[src/hw/rtl/assert_macros.svh]
// ----------------------------------------------------------------------------
// Assertion macros
// Shared concurrent assertion helpers, clocked on aclk, off during reset.
// ----------------------------------------------------------------------------
`ifndef ASSERT_MACROS_SVH
`define ASSERT_MACROS_SVH

// Plain clocked property check.
`define ASSERT_CLK(label, prop, msg) \
    label: assert property (@(posedge aclk) disable iff (!aresetn) (prop)) \
        else $error(msg);

// Implication with an antecedent and a consequent in the same cycle.
`define ASSERT_IMPL(label, ante, cons, msg) \
    label: assert property (@(posedge aclk) disable iff (!aresetn) (ante) |-> (cons)) \
        else $error(msg);

// Implication with the consequent in the next cycle.
`define ASSERT_NEXT(label, ante, cons, msg) \
    label: assert property (@(posedge aclk) disable iff (!aresetn) (ante) |=> (cons)) \
        else $error(msg);

`endif

[src/hw/rtl/sflx_pkg.sv]
// ----------------------------------------------------------------------------
// sflx_pkg
// Types and constants shared by the frame parser modules.
// ----------------------------------------------------------------------------
package sflx_pkg;

    localparam int BYTE_W    = 8;
    localparam int CFG_IDX_W = 1;
    localparam int CFG_W     = 8;
    localparam int M_DATA_W  = 4 * BYTE_W;

    // Register map
    localparam logic [CFG_IDX_W-1:0] CFG_START_BYTE = 1'd0;
    localparam logic [CFG_IDX_W-1:0] CFG_MAX_LENGTH = 1'd1;

    // Reset values of the registers
    localparam logic [BYTE_W-1:0] START_BYTE_RST = 8'hAA;
    localparam logic [BYTE_W-1:0] MAX_LENGTH_RST = 8'd250;

    // One result beat
    typedef struct packed {
        logic              frame_good;
        logic              frame_end;
        logic [BYTE_W-1:0] frame_length;
        logic [BYTE_W-1:0] frame_type;
        logic [BYTE_W-1:0] byte_index;
        logic [BYTE_W-1:0] data_byte;
    } sflx_result_t;

endpackage

[src/hw/rtl/sflx_parser.sv]
// ----------------------------------------------------------------------------
// sflx_parser
// Deframing state machine: one byte per step, at most one result per step.
// ----------------------------------------------------------------------------
module sflx_parser
    import sflx_pkg::*;
(
    input  logic              aclk,
    input  logic              aresetn,
    input  logic              step,        // consume byte_in this cycle
    input  logic [BYTE_W-1:0] byte_in,
    input  logic [BYTE_W-1:0] start_byte,
    input  logic [BYTE_W-1:0] max_length,
    output logic              res_valid,   // byte_in yields a result
    output sflx_result_t      res
);

    typedef enum logic [2:0] {
        PH_HUNT,
        PH_TYPE,
        PH_LEN,
        PH_PAYLOAD,
        PH_CHK
    } phase_t;

    phase_t            phase_reg,  phase_next;
    logic [BYTE_W-1:0] type_reg,   type_next;
    logic [BYTE_W-1:0] length_reg, length_next;
    logic [BYTE_W-1:0] count_reg,  count_next;
    logic [BYTE_W-1:0] xor_reg,    xor_next;
    logic [BYTE_W-1:0] count_inc;

    assign count_inc = count_reg + BYTE_W'(1);

    always_comb begin
        phase_next  = phase_reg;
        type_next   = type_reg;
        length_next = length_reg;
        count_next  = count_reg;
        xor_next    = xor_reg;
        res_valid   = 1'b0;
        res         = '0;
        res.frame_type   = type_reg;
        res.frame_length = length_reg;
        case (phase_reg)
            PH_TYPE: begin
                type_next  = byte_in;
                xor_next   = byte_in;
                phase_next = PH_LEN;
            end
            PH_LEN: begin
                length_next = byte_in;
                if (byte_in > max_length) begin
                    phase_next = PH_HUNT;
                end else begin
                    xor_next   = xor_reg ^ byte_in;
                    count_next = '0;
                    phase_next = (byte_in == '0) ? PH_CHK : PH_PAYLOAD;
                end
            end
            PH_PAYLOAD: begin
                res_valid      = 1'b1;
                res.data_byte  = byte_in;
                res.byte_index = count_reg;
                xor_next       = xor_reg ^ byte_in;
                count_next     = count_inc;
                if (count_inc >= length_reg) begin
                    phase_next = PH_CHK;
                end
            end
            PH_CHK: begin
                res_valid      = 1'b1;
                res.frame_end  = 1'b1;
                res.frame_good = (byte_in == xor_reg);
                phase_next     = PH_HUNT;
            end
            default: begin
                phase_next = (byte_in == start_byte) ? PH_TYPE : PH_HUNT;
            end
        endcase
    end

    always_ff @(posedge aclk) begin
        if (!aresetn) begin
            phase_reg  <= PH_HUNT;
            type_reg   <= '0;
            length_reg <= '0;
            count_reg  <= '0;
            xor_reg    <= '0;
        end else if (step) begin
            phase_reg  <= phase_next;
            type_reg   <= type_next;
            length_reg <= length_next;
            count_reg  <= count_next;
            xor_reg    <= xor_next;
        end
    end

endmodule

[src/hw/rtl/sof_length_xor_frame_parser_unit.sv]
// ----------------------------------------------------------------------------
// sof_length_xor_frame_parser_unit
// Start-of-frame / length / XOR checksum deframer for a serial byte stream.
// ----------------------------------------------------------------------------
// Usage:
//   s_* channel: one received serial byte per beat. Bytes are ignored until
//   the start byte, then type, length, payload and checksum are taken.
//   m_* channel: one beat per payload byte (m_tlast low), carrying the byte,
//   its index, the frame type and length; and one end beat on the checksum
//   byte (m_tlast high, m_tuser = checksum good). Downstream commits or drops
//   the frame on the end beat. Length bytes above max_length abort silently.
//   cfg_*: start_byte (index 0) and max_length (index 1), written while idle.
// Path: an accepted byte is registered in the input register, then passes
//   the parser logic into the result register that drives m_*.
// Throughput: one beat per cycle while m_tready stays high; the parser
//   state updates on every step.
// Reset: parser returns to hunting, held fields clear, registers go to
//   start_byte 0xAA and max_length 250.
// Stall: a valid result holds in the result register while m_tready is low.
//   Bytes that give no result (hunting, type, length) keep flowing; the first
//   result byte waits in the input register; s_tready drops until m_* drains.
// ----------------------------------------------------------------------------
`include "assert_macros.svh"

module sof_length_xor_frame_parser_unit
    import sflx_pkg::*;
(
    input  logic                 aclk,
    input  logic                 aresetn,

    input  logic                 cfg_we,
    input  logic [CFG_IDX_W-1:0] cfg_index,
    input  logic [CFG_W-1:0]     cfg_wdata,

    input  logic                 s_tvalid,
    output logic                 s_tready,
    input  logic [BYTE_W-1:0]    s_tdata,   // [7:0] byte_in

    output logic                 m_tvalid,
    input  logic                 m_tready,
    output logic [M_DATA_W-1:0]  m_tdata,   // [7:0] data_byte, [15:8] byte_index,
                                            // [23:16] frame_type, [31:24] frame_length
    output logic                 m_tlast,   // frame_end
    output logic                 m_tuser    // [0] frame_good
);

    // Configuration registers
    logic [BYTE_W-1:0] start_byte_reg;
    logic [BYTE_W-1:0] max_length_reg;

    always_ff @(posedge aclk) begin
        if (!aresetn) begin
            start_byte_reg <= START_BYTE_RST;
            max_length_reg <= MAX_LENGTH_RST;
        end else if (cfg_we) begin
            case (cfg_index)
                CFG_START_BYTE: start_byte_reg <= cfg_wdata[BYTE_W-1:0];
                CFG_MAX_LENGTH: max_length_reg <= cfg_wdata[BYTE_W-1:0];
                default: ;
            endcase
        end
    end

    // Input register
    logic              in_valid_reg;
    logic [BYTE_W-1:0] in_byte_reg;

    // Result register
    logic              out_valid_reg;
    sflx_result_t      out_reg;

    logic              out_free;
    logic              res_valid;
    sflx_result_t      res;
    logic              step;

    // Output slot can take a new beat when empty or draining now
    assign out_free = !out_valid_reg || m_tready;
    // Bytes that yield nothing never wait on the output side
    assign step     = in_valid_reg && (out_free || !res_valid);
    assign s_tready = !in_valid_reg || step;

    always_ff @(posedge aclk) begin
        if (!aresetn) begin
            in_valid_reg <= 1'b0;
        end else if (s_tready) begin
            in_valid_reg <= s_tvalid;
        end
    end

    always_ff @(posedge aclk) begin
        if (s_tready && s_tvalid) begin
            in_byte_reg <= s_tdata;
        end
    end

    sflx_parser u_parser (
        .aclk       (aclk),
        .aresetn    (aresetn),
        .step       (step),
        .byte_in    (in_byte_reg),
        .start_byte (start_byte_reg),
        .max_length (max_length_reg),
        .res_valid  (res_valid),
        .res        (res)
    );

    always_ff @(posedge aclk) begin
        if (!aresetn) begin
            out_valid_reg <= 1'b0;
        end else if (out_free) begin
            out_valid_reg <= step && res_valid;
        end
    end

    always_ff @(posedge aclk) begin
        if (out_free && step && res_valid) begin
            out_reg <= res;
        end
    end

    assign m_tvalid = out_valid_reg;
    assign m_tdata  = {out_reg.frame_length, out_reg.frame_type,
                       out_reg.byte_index, out_reg.data_byte};
    assign m_tlast  = out_reg.frame_end;
    assign m_tuser  = out_reg.frame_good;

    // ------------------------------------------------------------------------
    // Assertions
    // ------------------------------------------------------------------------
    `ASSERT_IMPL(a_end_beat_clear, m_tvalid && m_tlast, m_tdata[15:0] == '0,
                 "end beat carries payload data or index")
    `ASSERT_IMPL(a_good_only_on_end, m_tvalid && !m_tlast, !m_tuser,
                 "good flag set on a payload beat")
    `ASSERT_NEXT(a_accept_captured, s_tvalid && s_tready, in_valid_reg,
                 "accepted byte not held in input register")
    `ASSERT_NEXT(a_no_overwrite, m_tvalid && !m_tready, m_tvalid && $stable(m_tdata),
                 "stalled result lost or overwritten")

endmodule

[config.mk]
export PLATFORM = sky130hd
export DESIGN_NAME = sof_length_xor_frame_parser_unit
export DESIGN_NICKNAME = d
export VERILOG_FILES = /design/src/hw/rtl/sflx_pkg.sv /design/src/hw/rtl/sflx_parser.sv /design/src/hw/rtl/sof_length_xor_frame_parser_unit.sv
export VERILOG_INCLUDE_DIRS = /design/src /design/src/hw/rtl
export SDC_FILE = /design/constraint.sdc
export NUM_CORES = 1
export LEC_CHECK = 0
export BUFFER_PORTS_ARGS = -buffer_cell sky130_fd_sc_hd__buf_2
export CAP_MARGIN = 15
export CORE_ASPECT_RATIO = 0.7
export CORE_MARGIN = 2
export CORE_UTILIZATION = 35
export DETAILED_ROUTE_END_ITERATION = 6
export PLACE_DENSITY = 0.6
export SLEW_MARGIN = 20
export SYNTH_ARGS = -nofsm -noshare
export SYNTH_HDL_FRONTEND = slang
export SYNTH_SLANG_ARGS = --single-unit
[constraint.sdc]
create_clock -name aclk -period 3.3 [get_ports aclk]
set_input_delay 0.165 -clock aclk [delete_from_list [all_inputs] [get_ports aclk]]
set_output_delay 0.165 -clock aclk [all_outputs]
set_load 0.02 [all_outputs]
==> results of run 1 <==
[final timing paths]
check                                                     endpoint  cells after the start                               start
worst max-delay path            u_parser.phase_reg[0]$_SDFFE_PN0P_                     10  u_parser.count_reg[0]$_SDFFE_PN0P_
worst min-delay path                start_byte_reg[1]$_SDFFE_PN1P_                      3                        cfg_wdata[1]
worst max register to register  u_parser.phase_reg[0]$_SDFFE_PN0P_                     10  u_parser.count_reg[0]$_SDFFE_PN0P_
worst min register to register               m_tdata[23]$_DFFE_PP_                      0   u_parser.type_reg[7]$_SDFFE_PN0P_
[cells by family after synthesis]
group | Yosys count
AOI/OAI and AO/OA | 75
xor gates and xnor gates | 22
adders and majority gates | 17
buffers and inverters | 42
DFF | 95
muxes | 2
and+or+nand+nor | 171
[layer usage]
layer,GRT usage [%],vias up,share of wire [%]
met5,0,-,0
met4,3.92,0,0.58
met3,4.66,6,5.3
met2,22.8,75,44
met1,20.9,1525,51
li1,-,1600,-
[stage by stage]
step / hold slack [ns] / power [uW] / utilization, % / std cells / area [um^2]
after global routing: 0.0588 / 2580 / 42.4 / 653 / 5230
after floorplan: 0.264 / 1430 / - / 424 / 4400
after global placement: 0.342 / 1480 / 39.5 / 629 / 4870
final: 0.0571 / 2470 / 42.4 / 653 / 5230
after detailed placement: 0.343 / 1490 / 39.5 / 629 / 4870
after CTS: 0.0501 / 2500 / 42.4 / 653 / 5230
[Yosys cell counts (all sizes together)]
| cell | count |
|---|---|
| a31oi | 5 |
| a21o | 1 |
| inv | 19 |
| ha | 17 |
| nor4 | 1 |
| dfxtp | 53 |
| and2b | 1 |
| o311a | 1 |
| o221a | 2 |
| mux2i | 2 |
| o21a | 3 |
| a21oi | 10 |
| o311ai | 1 |
| and3b | 1 |
| or4 | 2 |
| xor2 | 5 |
| a21boi | 23 |
| nor3 | 3 |
| nand2 | 73 |
| o21ai | 9 |
| or2 | 1 |
| o41ai | 1 |
| edfxtp | 42 |
| nand2b | 12 |
| clkbuf | 20 |
| nand3 | 19 |
| nor2 | 14 |
| and2 | 20 |
| a2111oi | 1 |
| a21bo | 1 |
| nand4 | 9 |
| xnor2 | 17 |
| nand3b | 10 |
| nor2b | 5 |
| o211ai | 16 |
| buf | 3 |
| a211oi | 1 |
[timing repair]
| item | 4_1_cts | 5_1_grt |
|---|---|---|
| gates resized for setup | 0 | 0 |
| hold buffers | 8 | 0 |
| endpoints found under the hold margin | 8 | 0 |
[worst reg2reg max path, stage by stage, from the launching register on]
cell and delay (ns):
dfxtp_1 0.41, ha_1 0.25, nand3_1 0.17, nor2_1 0.18, xor2_1 0.22, ha_1 0.30, a21oi_1 0.17, nor2b_1 0.07
o311a_4 0.38, o41ai_2 0.07, o221a_1 0.24
[power by group through the flow]
| stage | clock network [uW] | logic [uW] | registers (uW) |
|---|---|---|---|
| 2_1_floorplan | 0 | 127 | 1300 |
| 5_1_grt | 1080 | 212 | 1280 |
| 6_report | 1000 | 191 | 1280 |
| 3_5_place_dp | 0 | 183 | 1300 |
| 4_1_cts | 1030 | 192 | 1280 |
| 3_3_place_gp | 0 | 179 | 1300 |
[cell type report]
cell class                      count  area [um^2]  share of cell area [%]
Clock buffer                        9          225                    4.30
Clock inverter                      7         61.3                    1.17
Inverter                           19         71.3                    1.36
Multi-Input combinational cell    287         1920                    36.6
Sequential cell                    95         2320                    44.4
Tap cell                          162          203                    3.87
Timing Repair Buffer               74          433                    8.27
==> results.md, run 1 <==
* Outcome: finished, final reports clean
* Number of cell rows at 34
* Hold Crit Class: in -> reg
* Fill cells at between 1000 and 1500
* Startpoint Class: register
* Clk pwr share at between 40% and 50%
* Area leader, netlist: edfxtp_1
* Slack of the critical path at 0.786 ns
* Synth area leaders: edfxtp_1 29%, dfxtp_1 24%, nand2_1 6.2%
* Synthesized instance count at approximately 420
* Crit-path max cell delay at 0.41 ns
* CTS H-tree depth at 3
* Max reg flops at 32
* Yosys cell types at 48
* Clk slew on worst S/H paths at ~0.070 ns
* Worst path bufs/invs at 0
* Slowest stage cell, crit path: dfxtp_1
* Starting Density at 35.7%
* Max Freq at just under 0.4 GHz
* Fin nets at around 530
* Sequential Power Share at between 50% and 60%
* Setup Skew at 0.00713 ns
* Post-synthesis compound-gate area fraction at 14.1%
* Most frequent cells in the layout: 73 x nand2_1, 57 x buf_2, 53 x dfxtp_1
* Most common cell on crit path: ha_1
* Buffer levels on the longest clock path at 2
* Critical path's top delay family: compound AO/OA/AOI/OAI gates
* Setup bufs post-CTS at 0
* Initial antenna violation count at 0
* Setup TNS at 0 ns
* Max-cap viol count at 0
* Layout cell share with drive strength beyond 1 at between 20% and 30%
* Die ar. at 13500 um^2
* Detailed placement HPWL at roughly 6800 um
* Pin count of the biggest net entering global routing at 51
* Most common cell after layout, fill and taps aside: nand2_1
* Critical setup path kind: reg -> reg
* Final Hold Fails at 0
* Clk_lat worst skew at 0.34 ns
* Net switching power of the design at 610 uW
* Core Area at 12300 um^2
* GRT Total Usage at 15.0%
* First-pass GRT wire length at 16000 um
* Syn Area/Cell at 10.4 um^2
* Global route overflow at 0
* Remaining antenna violation count after routing at 0
* Port bufs at 57
* TritonCTS buffer count at 9
* Seq/Total Area, Yosys at a little over half
* Max FO, Critical Path at 6
* DRC errors left at 0
* Final setup viols at 0
* WL final at 9760 um
* Worst setup EP type: register
* Via count at 3206
* Placement Setup Slack at 0.822 ns
* Post-DR vias/cell at about 4.9
* RSZ-0062 raised after global routing: false
* Measured slew at the worst slew-check pin at 1.01 ns
* Total nets after synthesis at 463
* Worst rel slew slack at between 30% and 40%
* Synth Area in Adders at 4.83%
* CP arrival at 2.80 ns
* Post-Synth XOR/XNOR Area at 4.38%
* Largest family of logic cells by synthesized area: simple AND/OR/NAND/NOR gates
* Warning count from the yosys run at 0
* Post-synth top area share at 28.7%
* CTS tree: built
* Die width at 138 um
* Drt wl/cell at 14.9 um
* Worst path cell trace: ha_1, nand3_1, nor2_1, xor2_1, ha_1, a21oi_1, nor2b_1, o311a_4, o41ai_2, o221a_1
* Combinational Power Share at around 7.7%
* # diodes at 0
* Max-slew violations at 0
* Initial DRC Count at 150
* Max VDD drop at approximately 0.25 mV
* Vias in the first global route at 3167
* Netlist Area Pre-Place at 4400 um^2
* Fin crit share at 76.2%
* Pwr Density at 472 nW/um^2
* Die Y-Extent at about 98 um
* R2R Setup Slk at 0.79 ns
* Sink Count at 95
* Multiplexer share of the synthesized area at less than 1%
* Sw Ratio at 24.7%
* Area growth from synthesis to layout at 18.9%
* Post-synthesis simple-gate area fraction at around 20%
* P_int at 1860 uW
* DRT Pass-1 Iters at 4
* Leak at 0.00200 uW
* Synthesized flop and latch total at 95
* Required @ worst endpoint at approximately 3.6 ns
* RePlAce Congestion at 0.811
* Root buf cell: clkbuf_16
* # IOs at a little under 60
* Final min period at 2.51 ns
(Power assumes the default switching activity.)
==> inputs of run 2 (changes only) <==
- ABC_AREA: not set -> 1
- clock period: 3.3 -> 2.4 ns (I/O delays scaled with it)
==> results.md, run 2 <==
* DRT Pass-1 Iters at 4 (unchanged)
* Initial DRC Count at 240 (+60%)
* CTS H-tree depth at 3 (unchanged)
* Post-DR vias/cell at 4.64 (-5.4%)
* Warning count from the yosys run at 0 (unchanged)
* Final Hold Fails at 0 (unchanged)
* Pin count of the biggest net entering global routing at 26 (-49%)
* WL met2 at 4260 um (+0.12%)
* Post-synth top area share at 29.2% (+0.58 points)
* Detailed placement HPWL at 7010 um (+3.4%)
* Post-synth EDFFs at 42 (unchanged)
* Worst R2R Path Depth at 14 (+4)
* # placed instances at 716 (+14%)
* Crit Reg-Reg Startpoint: u_parser.count_reg[1]$_SDFFE_PN0P_
* Startpoint Class: register
* Core Area at 11900 um^2 (-3.9%)
* Sink Count at 95 (unchanged)
* Worst rel slew slack at 62.1% (+30 points)
* Met1 WL at 4690 um (-4.9%)
* Area leader, netlist: edfxtp_1
* Hold Crit Class: in -> reg
* Seq/Total Area, Yosys at 53.8% (+1.1 points)
* Post-route insts no fill at 740 (+13%)
* Required @ worst endpoint at 2.69 ns (-0.90 ns)
* First-pass GRT wire length at 16100 um (+0.73%)
* Setup TNS at 0 ns (unchanged)
* Synth cell count leaders: 101 x nand2_1, 91 x nor2_1, 64 x inv_1
* DRC errors left at 0 (unchanged)
* Hold WS at 0.0165 ns (-0.0406 ns)
* CTS tree: built
* Yosys cell types at 31 (-35%)
* Worst setup EP type: register
* R2R Setup Slk at 0.24 ns (-0.54 ns)
* Fin crit share at 89.9% (+14 points)
* Clk slew on worst S/H paths at 0.07 ns (about the same)
* Die ar. at 13200 um^2 (-1.9%)
* Measured slew at the worst slew-check pin at 0.567 ns (-0.443 ns)
* Setup Skew at 0.0111 ns (+0.00394 ns)
* Critical setup path kind: reg -> reg
* Synthesized instance count at 504 (+19%)
* Clk_lat worst skew at 0.35 ns (about the same)
* Top FF cell, synth: dfxtp_1
* Max Freq at 0.464 GHz (+17%)
* Leak at 0.00236 uW (+18%)
* Max-slew violations at 0 (unchanged)
* GRT Total Usage at 15.8% (+0.78 points)
* Final setup viols at 0 (unchanged)
* RSZ-0062 raised after global routing: false
* Die Y-Extent at 96.9 um (-0.96%)
* Placement Cell Area at 4820 um^2 (-0.93%)
* Fin nets at 617 (+18%)
* Starting Density at 36.4% (+0.73 points)
* Min-Delay Endpoint: start_byte_reg[5]$_SDFFE_PN1P_
* Hold path depth at 3 (unchanged)
* Fill cells at 1129 (-6.0%)
* Most common cell after layout, fill and taps aside: nand2_1
* Drt wl/cell at 13.1 um (-12%)
* Ys async rst share at 0% (unchanged)
* Netlist Area Pre-Place at 4310 um^2 (-2.0%)
* Fin area at 5280 um^2 (+0.96%)
* Vias in the first global route at 3310 (+4.5%)
* Pwr Density at 726 nW/um^2 (+54%)
* Outcome: finished, final reports clean
* Synthesized flop and latch total at 95 (unchanged)
* Synth area leaders: edfxtp_1 29%, dfxtp_1 25%, nand2_1 8.8%
* Via count at 3437 (+7.2%)
* Die width at 137 um (-0.97%)
* WL final at 9700 um (-0.64%)
* Syn Area/Cell at 8.56 um^2 (-18%)
* Remaining antenna violation count after routing at 0 (unchanged)
* Global route overflow at 0 (unchanged)
* Most common cell in the netlist: nand2_1
* TritonCTS buffer count at 9 (unchanged)
* Max FO, Critical Path at 6 (unchanged)
* Most frequent cells in the layout: 100 x nand2_1, 88 x nor2_1, 64 x inv_1
* Max reg flops at 32 (unchanged)
* Area growth from synthesis to layout at 22.5%
* # diodes at 0 (unchanged)
* Number of cell rows at 33 (-2.9%)
* Buffer levels on the longest clock path at 2 (unchanged)
* Total nets after synthesis at 543 (+17%)
* Port bufs at 57 (unchanged)
* Final min period at 2.16 ns (-0.358 ns)
* Layout cell share with drive strength beyond 1 at 17.8% (-3.1 points)
* Max layer used: met4
* Max-cap viol count at 0 (unchanged)
* Initial antenna violation count at 0 (unchanged)
* CP arrival at 2.44 ns (-0.36 ns)
* RePlAce Congestion at 0.898 (+11%)
* # IOs at 58 (unchanged)
* Root buf cell: clkbuf_16
* Max VDD drop at 0.395 mV (+60%)
* Power, Total at 3840 uW (+55%)
* HP Start: cfg_wdata[5]
* Reg-to-Reg End: u_parser.phase_reg[2]$_SDFFE_PN0P_
* Met3 WL post-DR at 620 um (+20%)
==> run 2: cell count changes in the layout (fill, tap and decap cells not counted), moves of 16 or more <==
cell / change
nor2_1: +75
inv_1: +46
nand2_1: +27
a21oi_1: +19
and2_1: -18
a21boi_0: -16
==> run 2: worst max path at each step <==
stage                                  startpoint                            endpoint  slack, ns  cells past startpoint
2_1_floorplan  u_parser.count_reg[0]$_SDFFE_PN0P_  u_parser.phase_reg[2]$_SDFFE_PN0P_       0.40                     13
3_3_place_gp   u_parser.count_reg[0]$_SDFFE_PN0P_  u_parser.phase_reg[2]$_SDFFE_PN0P_       0.21                     14
3_5_place_dp   u_parser.count_reg[0]$_SDFFE_PN0P_  u_parser.phase_reg[1]$_SDFFE_PN0P_       0.06                     14
4_1_cts        u_parser.count_reg[2]$_SDFFE_PN0P_  u_parser.phase_reg[2]$_SDFFE_PN0P_       0.06                     14
5_1_grt        u_parser.count_reg[2]$_SDFFE_PN0P_  u_parser.phase_reg[1]$_SDFFE_PN0P_       0.02                     14
6_report       u_parser.count_reg[1]$_SDFFE_PN0P_  u_parser.phase_reg[2]$_SDFFE_PN0P_       0.24                     14
==> run 2: per-layer routing <==
metal / vias to the layer above / global-route usage, %
met3: 9 / 4.35
met5: - / 0
met4: 0 / 5.21
li1: 1769 / -
met2: 86 / 23.6
met1: 1573 / 22.0
==> run 2: power by group <==
group          leakage [uW]  internal (uW)  switching (uW)
Clock              0.000174           1120             600
Combinational       0.00138            127             213
Sequential         0.000806           1740            36.3
Total               0.00236           2990             849
==> run 2: cell type report <==
type	instances	area [um^2]	share of cell area, %
inverter	69	259	4.90
clock inverter	6	133	2.51
sequential	95	2320	44.0
timing repair buffer	78	463	8.76
tap	157	196	3.72
multi-input combinational	325	1680	31.8
clock buffer	10	229	4.33
==> run 2: per-stage QoR <==
| stage | utilization, % | worst slack, ns |
|---|---|---|
| final | 44.6 | 0.243 |
| after global routing | 44.6 | 0.0245 |
| after CTS | 44.4 | 0.0631 |
| after detailed placement | 40.7 | 0.0639 |
| after global placement | 40.7 | 0.208 |
| after floorplan | - | 0.400 |
==> run 2: repair_timing <==
item,4_1_cts,5_1_grt
buffers inserted,0,0
gates resized for setup,0,8
endpoints found under the setup margin,0,3
hold buffers,8,0
endpoints found under the hold margin,8,0
==> run 2: logic make-up (layout without fill, tap and decap cells) <==
logic type	after synthesis	after routing	share of synthesized area [%]
AND/OR/NAND/NOR	230	230	22.2
buffers and inverters	84	163	7.63
adder cells (fa/ha/maj)	17	17	4.93
XOR/XNOR	17	17	3.45
flip-flops	95	95	53.8
AO/OA/AOI/OAI	61	61	7.98
==> run 2: worst max-delay path, stage by stage (launching register included) <==
cell	delay (ns)
dfxtp_1	0.36
ha_1	0.21
nand3_1	0.15
nor2_2	0.13
nand3_1	0.09
and2_1	0.17
ha_1	0.26
nand2_1	0.07
nor2_2	0.13
nand4_1	0.09
nand4_1	0.12
nand2_2	0.10
nand2_1	0.09
nand2_1	0.04
nor2_1	0.09
